**src/rtl/core/escd_pkg.sv**
```systemverilog
package escd_pkg;

    localparam logic [7:0] CH_NUL       = 8'h00;
    localparam logic [7:0] CH_TAB       = 8'h09;
    localparam logic [7:0] CH_LF        = 8'h0A;
    localparam logic [7:0] CH_CR        = 8'h0D;
    localparam logic [7:0] CH_DQUOTE    = 8'h22;
    localparam logic [7:0] CH_SQUOTE    = 8'h27;
    localparam logic [7:0] CH_ZERO      = 8'h30;
    localparam logic [7:0] CH_BACKSLASH = 8'h5C;
    localparam logic [7:0] CH_N         = 8'h6E;
    localparam logic [7:0] CH_R         = 8'h72;
    localparam logic [7:0] CH_T         = 8'h74;

    localparam int QUEUE_DEPTH_DEF = 4;

    typedef struct packed {
        logic [7:0] data;
        logic       has_byte;
        logic       last;
    } t_entry;

    typedef struct packed {
        logic       hit;
        logic [7:0] code;
    } t_esc;

    function automatic t_esc esc_map(input logic [7:0] c);
        t_esc r;
        r.hit  = 1'b1;
        r.code = CH_NUL;
        unique case (c)
            CH_ZERO:      r.code = CH_NUL;
            CH_BACKSLASH: r.code = CH_BACKSLASH;
            CH_SQUOTE:    r.code = CH_SQUOTE;
            CH_DQUOTE:    r.code = CH_DQUOTE;
            CH_N:         r.code = CH_LF;
            CH_R:         r.code = CH_CR;
            CH_T:         r.code = CH_TAB;
            default:      r.hit  = 1'b0;
        endcase
        return r;
    endfunction

endpackage

```
**src/rtl/core/escd_front.sv**
```systemverilog
module escd_front (
    input  logic            i_clk,
    input  logic            i_rst_n,
    input  logic            i_in_valid,
    output logic            o_in_stall,
    input  logic [7:0]      i_in_byte,
    input  logic            i_in_last,
    input  logic            i_q_full,
    output logic            o_push,
    output escd_pkg::t_entry o_push_data
);
    import escd_pkg::*;

    logic       r_at_start;
    logic       r_pending;
    logic       r_sec_valid;
    t_entry     r_sec;
    logic       n_pending;
    logic [1:0] n_count;
    logic [7:0] n_b0;
    logic [7:0] n_b1;
    logic       accept;
    t_esc       esc;
    t_entry     e0;
    t_entry     e1;

    always_comb begin
        esc       = esc_map(i_in_byte);
        n_pending = r_pending;
        n_count   = 2'd0;
        n_b0      = CH_NUL;
        n_b1      = CH_NUL;
        if (r_at_start && i_in_byte == CH_DQUOTE) begin
            n_pending = 1'b0;
        end else if (r_pending) begin
            n_pending = 1'b0;
            if (esc.hit) begin
                n_count = 2'd1;
                n_b0    = esc.code;
            end else begin
                n_count = 2'd2;
                n_b0    = CH_BACKSLASH;
                n_b1    = i_in_byte;
            end
        end else if (i_in_byte == CH_BACKSLASH) begin
            n_pending = 1'b1;
        end else begin
            n_count = 2'd1;
            n_b0    = i_in_byte;
        end
        if (i_in_last && n_pending) begin
            n_count = 2'd1;
            n_b0    = CH_BACKSLASH;
        end
        e0.data     = n_b0;
        e0.has_byte = (n_count != 2'd0);
        e0.last     = i_in_last && (n_count != 2'd2);
        e1.data     = n_b1;
        e1.has_byte = 1'b1;
        e1.last     = i_in_last;
    end

    assign o_in_stall  = r_sec_valid || i_q_full;
    assign accept      = i_in_valid && !o_in_stall;
    assign o_push      = (accept && (n_count != 2'd0 || i_in_last))
                         || (r_sec_valid && !i_q_full);
    assign o_push_data = r_sec_valid ? r_sec : e0;

    always_ff @(posedge i_clk) begin
        if (!i_rst_n) begin
            r_at_start  <= 1'b1;
            r_pending   <= 1'b0;
            r_sec_valid <= 1'b0;
        end else begin
            if (accept) begin
                r_at_start  <= i_in_last;
                r_pending   <= i_in_last ? 1'b0 : n_pending;
                r_sec_valid <= (n_count == 2'd2);
            end else if (r_sec_valid && !i_q_full) begin
                r_sec_valid <= 1'b0;
            end
        end
    end

    always_ff @(posedge i_clk) begin
        if (accept) begin
            r_sec <= e1;
        end
    end

    a_pending_not_at_start: assert property (@(posedge i_clk) disable iff (!i_rst_n)
        r_pending |-> !r_at_start)
        else $error("pending backslash at string start");

    a_sec_drains: assert property (@(posedge i_clk) disable iff (!i_rst_n)
        (r_sec_valid && !i_q_full) |=> !r_sec_valid)
        else $error("second word not drained");

endmodule

```
**src/rtl/core/escd_queue.sv**
```systemverilog
module escd_queue #(
    parameter int DEPTH = escd_pkg::QUEUE_DEPTH_DEF
) (
    input  logic             i_clk,
    input  logic             i_rst_n,
    input  logic             i_push,
    input  escd_pkg::t_entry i_push_data,
    output logic             o_full,
    output logic             o_valid,
    output escd_pkg::t_entry o_data,
    input  logic             i_pop
);
    import escd_pkg::*;

    localparam int PTR_W = (DEPTH > 1) ? $clog2(DEPTH) : 1;
    localparam int CNT_W = $clog2(DEPTH + 1);
    localparam logic [PTR_W-1:0] PTR_LAST = PTR_W'(DEPTH - 1);

    t_entry             r_mem [DEPTH];
    logic [PTR_W-1:0]   r_wr_ptr;
    logic [PTR_W-1:0]   r_rd_ptr;
    logic [CNT_W-1:0]   r_count;
    logic               do_push;
    logic               do_pop;

    assign o_full  = (r_count == CNT_W'(DEPTH));
    assign o_valid = (r_count != '0);
    assign o_data  = r_mem[r_rd_ptr];
    assign do_push = i_push && !o_full;
    assign do_pop  = i_pop && o_valid;

    always_ff @(posedge i_clk) begin
        if (!i_rst_n) begin
            r_wr_ptr <= '0;
            r_rd_ptr <= '0;
            r_count  <= '0;
        end else begin
            if (do_push) begin
                r_wr_ptr <= (r_wr_ptr == PTR_LAST) ? '0 : r_wr_ptr + 1'b1;
            end
            if (do_pop) begin
                r_rd_ptr <= (r_rd_ptr == PTR_LAST) ? '0 : r_rd_ptr + 1'b1;
            end
            if (do_push && !do_pop) begin
                r_count <= r_count + 1'b1;
            end else if (do_pop && !do_push) begin
                r_count <= r_count - 1'b1;
            end
        end
    end

    always_ff @(posedge i_clk) begin
        if (do_push) begin
            r_mem[r_wr_ptr] <= i_push_data;
        end
    end

    a_no_overflow: assert property (@(posedge i_clk) disable iff (!i_rst_n)
        !(i_push && o_full))
        else $error("push into full queue");

    a_no_underflow: assert property (@(posedge i_clk) disable iff (!i_rst_n)
        !(i_pop && !o_valid))
        else $error("pop from empty queue");

endmodule

```
**src/rtl/core/escd_back.sv**
```systemverilog
module escd_back (
    input  logic             i_clk,
    input  logic             i_rst_n,
    input  logic             i_q_valid,
    input  escd_pkg::t_entry i_q_data,
    output logic             o_pop,
    output logic             o_out_valid,
    input  logic             i_out_stall,
    output logic [7:0]       o_out_byte,
    output logic             o_out_last,
    output logic             o_out_empty
);
    import escd_pkg::*;

    logic       r_held_valid;
    logic [7:0] r_held_char;
    logic       r_out_valid;
    logic [7:0] r_out_byte;
    logic       r_out_last;
    logic       r_out_empty;
    logic       r_tail_valid;
    logic [7:0] r_tail_byte;
    logic       r_tail_empty;

    logic       load_ok;
    logic       emit_a;
    logic       emit_b;
    logic       n_held_valid;
    logic [7:0] n_held_char;

    assign load_ok = !r_out_valid || !i_out_stall;
    assign o_pop   = i_q_valid && load_ok && !r_tail_valid;

    always_comb begin
        emit_a       = i_q_data.has_byte && r_held_valid;
        n_held_valid = r_held_valid || i_q_data.has_byte;
        n_held_char  = i_q_data.has_byte ? i_q_data.data : r_held_char;
        emit_b       = i_q_data.last && n_held_valid && (n_held_char != CH_DQUOTE);
    end

    always_ff @(posedge i_clk) begin
        if (!i_rst_n) begin
            r_held_valid <= 1'b0;
            r_out_valid  <= 1'b0;
            r_tail_valid <= 1'b0;
        end else begin
            if (r_tail_valid && load_ok) begin
                r_out_valid  <= 1'b1;
                r_tail_valid <= 1'b0;
            end else if (o_pop) begin
                r_held_valid <= i_q_data.last ? 1'b0 : n_held_valid;
                r_out_valid  <= emit_a || i_q_data.last;
                r_tail_valid <= emit_a && emit_b;
            end else if (load_ok) begin
                r_out_valid <= 1'b0;
            end
        end
    end

    always_ff @(posedge i_clk) begin
        if (r_tail_valid && load_ok) begin
            r_out_byte  <= r_tail_byte;
            r_out_last  <= 1'b1;
            r_out_empty <= r_tail_empty;
        end else if (o_pop) begin
            r_held_char <= n_held_char;
            if (emit_a) begin
                r_out_byte  <= r_held_char;
                r_out_last  <= i_q_data.last && !emit_b;
                r_out_empty <= 1'b0;
                r_tail_byte <= n_held_char;
                r_tail_empty <= 1'b0;
            end else begin
                r_out_byte  <= emit_b ? n_held_char : CH_NUL;
                r_out_last  <= 1'b1;
                r_out_empty <= !emit_b;
            end
        end
    end

    assign o_out_valid = r_out_valid;
    assign o_out_byte  = r_out_byte;
    assign o_out_last  = r_out_last;
    assign o_out_empty = r_out_empty;

    a_tail_behind_out: assert property (@(posedge i_clk) disable iff (!i_rst_n)
        r_tail_valid |-> r_out_valid)
        else $error("tail word without output word");

    a_empty_is_last: assert property (@(posedge i_clk) disable iff (!i_rst_n)
        (r_out_valid && r_out_empty) |-> r_out_last)
        else $error("empty marker without last mark");

    a_no_pop_with_tail: assert property (@(posedge i_clk) disable iff (!i_rst_n)
        r_tail_valid |-> !o_pop)
        else $error("queue popped while tail word waits");

endmodule

```
**src/rtl/core/escape_sequence_decoder.sv**
```systemverilog
// A result from an accepted word passes the queue, then the output register.
// Throughput: one input word per cycle while the queue has room, but an escape
// not recognized yields two decoded bytes and stalls input until both are queued.
// The back end emits one result per cycle unless the output stalls; a last word may
// release up to three results; a last entry with two holds one in a tail register.
// Reset is synchronous, active low, and clears all control state; no clearing pass.
module escape_sequence_decoder #(
    parameter int QUEUE_DEPTH = escd_pkg::QUEUE_DEPTH_DEF
) (
    input  logic       i_clk,
    input  logic       i_rst_n,
    input  logic       i_in_valid,
    output logic       o_in_stall,
    input  logic [7:0] i_in_byte,
    input  logic       i_in_last,
    output logic       o_out_valid,
    input  logic       i_out_stall,
    output logic [7:0] o_out_byte,
    output logic       o_out_last,
    output logic       o_out_empty
);
    import escd_pkg::*;

    logic   q_full;
    logic   q_push;
    t_entry q_push_data;
    logic   q_valid;
    t_entry q_data;
    logic   q_pop;

    escd_front u_front (
        .i_clk       (i_clk),
        .i_rst_n     (i_rst_n),
        .i_in_valid  (i_in_valid),
        .o_in_stall  (o_in_stall),
        .i_in_byte   (i_in_byte),
        .i_in_last   (i_in_last),
        .i_q_full    (q_full),
        .o_push      (q_push),
        .o_push_data (q_push_data)
    );

    escd_queue #(
        .DEPTH (QUEUE_DEPTH)
    ) u_queue (
        .i_clk       (i_clk),
        .i_rst_n     (i_rst_n),
        .i_push      (q_push),
        .i_push_data (q_push_data),
        .o_full      (q_full),
        .o_valid     (q_valid),
        .o_data      (q_data),
        .i_pop       (q_pop)
    );

    escd_back u_back (
        .i_clk       (i_clk),
        .i_rst_n     (i_rst_n),
        .i_q_valid   (q_valid),
        .i_q_data    (q_data),
        .o_pop       (q_pop),
        .o_out_valid (o_out_valid),
        .i_out_stall (i_out_stall),
        .o_out_byte  (o_out_byte),
        .o_out_last  (o_out_last),
        .o_out_empty (o_out_empty)
    );

endmodule

```
**config.mk**
```make
export PLATFORM = sky130hd
export DESIGN_NAME = escape_sequence_decoder
export DESIGN_NICKNAME = d
export VERILOG_FILES = /design/src/rtl/core/escd_pkg.sv /design/src/rtl/core/escd_front.sv /design/src/rtl/core/escd_queue.sv /design/src/rtl/core/escd_back.sv /design/src/rtl/core/escape_sequence_decoder.sv
export SDC_FILE = /design/constraint.sdc
export NUM_CORES = 1
export LEC_CHECK = 0
export ABC_AREA = 1
export BUFFER_PORTS_ARGS = -buffer_cell sky130_fd_sc_hd__buf_2
export CAP_MARGIN = 20
export CORE_ASPECT_RATIO = 0.5
export CORE_MARGIN = 8
export CORE_UTILIZATION = 50
export CTS_CLUSTER_SIZE = 28
export DETAILED_ROUTE_END_ITERATION = 12
export PLACE_DENSITY = 0.7
export REMOVE_ABC_BUFFERS = 1
export SYNTH_ARGS = -nofsm -noshare
export SYNTH_HDL_FRONTEND = slang
export SYNTH_SLANG_ARGS = --single-unit
export TNS_END_PERCENT = 100
```
**constraint.sdc**
```tcl
create_clock -name i_clk -period 2.5 [get_ports i_clk]
set_input_delay 0.375 -clock i_clk [delete_from_list [all_inputs] [get_ports i_clk]]
set_output_delay 0.375 -clock i_clk [all_outputs]
set_load 0.01 [all_outputs]
```
==> summary.md <==
| Metric | Value |
|---|---|
| Worst hold start | i_in_last |
| Die height | 82.27 µm |
| Flop2flop setup slack | 240 ps |
| Clock Sinks | 90 |
| Headroom to the max-slew limit | 35.37% |
| FF-to-FF path depth | 16 |
| Syn_area_per_cell | 9.364 µm² |
| Hold Violations, Final | 0 |
| Total Nets Final | 530 |
| CP endpoint kind | flip-flop |
| FMAX | 0.4428 GHz |
| Critical R2R Launch | u_queue.r_count[0] |
| PD cells | 1157 mW/mm² |
| Synth Warn # | 0 |
| Clk buf depth | 2 |
| Core box area | 0.008618 mm² |
| Layout cells sized above 1 | 18.83% |
| CP Data Required Time | 2770 ps |
| 1st-iter DRT viols | 130 |
| Largest net degree at the start of global routing | 20 |
| First-pass detailed-route iteration total | 5 |
| FP Rows | 24 |
| Htree depth | 3 |
| Reg2Reg Capture Point | u_queue.r_count[2] |
| CTS tree | built |
| Synthesized flop and latch total | 90 |
| Num CTS Buffers | 9 |
| Antenna diodes | 0 |
| Clock input transition at the sequential cells of the worst setup and hold paths | 60 ps |
| Critical Path Slowest Stage Cell | fa_1 |
| Final period util | 90.34% |
| DRC viols | 0 |
| Leakage | 2.173 nW |
| Sw frac | 37.63% |
| Worst setup path category | flip-flop to flip-flop |
| Synth-to-Final Area Change | 13.76% |
| Clock power frac | 21.7% |
| Register area share after synthesis | 57.89% |
| Combinational Power Share | 37.7% |
| Multi-input gate area | 0.001553 mm² |
| Routed vias/inst | 4.968 |
| Hold Path Class | input port to flip-flop |
| Worst Setup Start Kind | flip-flop |
| Ys flop type | edfxtp_1 |
| Final setup fails | 0 |
| Initial Util | 50.96% |
| Run status | complete, no violations |
| Switching power | 0.002176 W |
| Hold Path Stages | 1 |
| Fin Hold WS | 292.5 ps |
| CP Max Fanout | 5 |
| CP Data Arrival Time | 2530 ps |
| Hold endpoint | u_front.r_sec[0] |
| Fill cells | 745 |
| Hold_buf cts | 0 |
| Worst slew pin tran | 965.8 ps |
| Max VDD drop | 0.5302 mV |
| Netlist cell types | 40 |
| Asr flop ratio synth | 0% |
| TNS Setup | 0 ps |
| Gate Count Post-Synth | 469 |
| Max Clock Skew | 4.933 ps |
| Number of global-route vias before repair | 2980 |
| Clock Latency Late Sink | 340 ps |
| WL per Instance | 13.91 µm |
| First-pass GRT wire length | 14.66 mm |
| Initial antenna violation count | 0 |
| RePlAce Congestion | 0.9066 |
| Total grt overflow | 0 |
| Mapped Area | 0.004392 mm² |
| Part of the power in registers | 40.6% |
| Antenna Violating Nets Remaining | 0 |
| Worst path cell trace | nor2_1 -> nand2_2 -> nand3_2 -> nor2_4 -> nor2_1 -> o21ai_2 -> nand2_2 -> inv_1 -> ha_1 -> inv_1 -> fa_1 -> nor2_1 -> nor2_1 -> nand2_1 -> o21ai_0 -> a21oi_1 |
| Critical path's largest stage delay | 440 ps |
| Port Buffers | 24 |
| Post-CTS Repair Setup Buffers | 0 |
| Max-slew violations | 0 |
| Die width | 148.5 µm |
| Fin crit period | 2258 ps |
| Full die area | 0.01222 mm² |
| Seq. cell area | 0.002547 mm² |
| Critical Path Most Common Cell | nor2_1 |
| Tot GR Track Use | 15.47% |
| Ports | 25 |
| Via count | 3140 |
| DP HPWL | 6.220 mm |
| Routed wire length | 8.789 mm |
| P_int | 0.003606 W |
| Root buf cell | clkbuf_16 |
| Max_cap viols | 0 |
| Post-synth EDFFs | 74 |
-- registers in the layout, summed over array words and instances (netlist names), 2 cells and up, named ones only --
signal and count:
u_back.o_out_byte 8, u_back.r_held_char 8, u_back.r_tail_byte 8, u_front.r_sec 9, u_queue.r_count 3, u_queue.r_mem 40
u_queue.r_rd_ptr 2, u_queue.r_wr_ptr 2
-- through the flow --
stage               worst slack (ps)  cells  total power (W)  instance area (µm²)  utilization (%)
global placement               37.40    616         0.004478                 4693            54.46
detailed placement            -74.06    616         0.004538                 4693            54.46
CTS                            59.59    632         0.005815                 4974            57.71
floorplan                      151.9    458         0.003883                 4299                -
global route                  -25.21    632         0.006211                 4996            57.97
finish                         241.6    632         0.005781                 4996            57.97
-- metal layers --
layer / track usage [%] / wire [µm]
met5: 0 / 0
met2: 24.68 / 3950
met1: 19.95 / 4175
met3: 5.003 / 548
met4: 4.945 / 113
-- how the worst max path moves through the flow --
stage               cells after the start               start  slack (ps)            endpoint
floorplan                              16  u_queue.r_count[0]         150  u_queue.r_count[2]
global placement                       14        i_in_byte[0]          40  u_queue.r_count[1]
detailed placement                     17        i_in_byte[0]         -70  u_queue.r_count[2]
CTS                                    16  u_queue.r_count[0]          60  u_queue.r_count[2]
global route                           16  u_queue.r_count[1]         -30  u_queue.r_count[2]
finish                                 16  u_queue.r_count[0]         240  u_queue.r_count[2]
-- critical path: cells and delay by family, from the launching register on --
kind                     cells  cell delay (ps)
AO/OA/AOI/OAI                3              290
adder cells (fa/ha/maj)      2              580
buffers and inverters        2              140
flip-flops                   1              370
AND/OR/NAND/NOR              9              830
-- cell usage in the layout (no fill, tap or decap), types with 2 or more instances in the layout --
cell type   instances
nand2_1           124
edfxtp_1           74
inv_1              57
nor2_1             52
nand3_1            35
buf_2              24
a21oi_1            20
o21ai_0            17
buf_4              17
nand2_2            14
dfxtp_1            14
clkbuf_16           9
ha_1                6
nor3_1              5
nor2_4              5
o21bai_2            5
nand2_4             3
clkinvlp_4          3
nand3_2             2
nand4_1             2
inv_2               2
nor2_2              2
o31ai_1             2
clkinv_2            2
-- power by group through the flow --
stage	registers (W)	clock network, W	logic (W)
floorplan	0.00243	0	0.00146
global placement	0.00236	0	0.00211
detailed placement	0.00238	0	0.00216
CTS	0.00235	0.00128	0.00219
global route	0.00239	0.00135	0.00248
finish	0.00235	0.00125	0.00218
-- kinds of logic after synthesis --
group	Yosys count	share of synthesized area, %
xor+xnor	1	0.1995
simple gates	249	25.27
compound gates	52	7.322
buf+inv	70	7.151
fa+ha+maj	7	2.165
flops	90	57.89
-- final cells by class --
type | count | share of cell area (%)
Sequential cell | 90 | 50.99
Clock inverter | 6 | 0.8264
Tap cell | 117 | 2.930
Timing Repair Buffer | 41 | 4.959
Multi-Input combinational cell | 309 | 31.08
Inverter | 59 | 4.433
Clock buffer | 10 | 4.783
-- repair_timing --
item,4_1_cts,5_1_grt
endpoints found under the hold margin,0,0
gates resized for setup,0,8
setup endpoints to repair,0,42
-- synthesized netlist by cell type, types with 5 or more instances --
cell	number	share of area [%]
o21bai_2	5	1.3
edfxtp_1	74	51
ha_1	6	1.7
nor3_1	5	0.57
o21ai_0	17	1.9
dfxtp_1	16	7.3
nand3_1	36	4.1
nand2_1	126	11
nor2_1	53	4.5
a21oi_1	20	2.3
nand2_2	12	1.7
inv_1	57	4.9
Note: power is estimated with default switching activity, not from simulation.
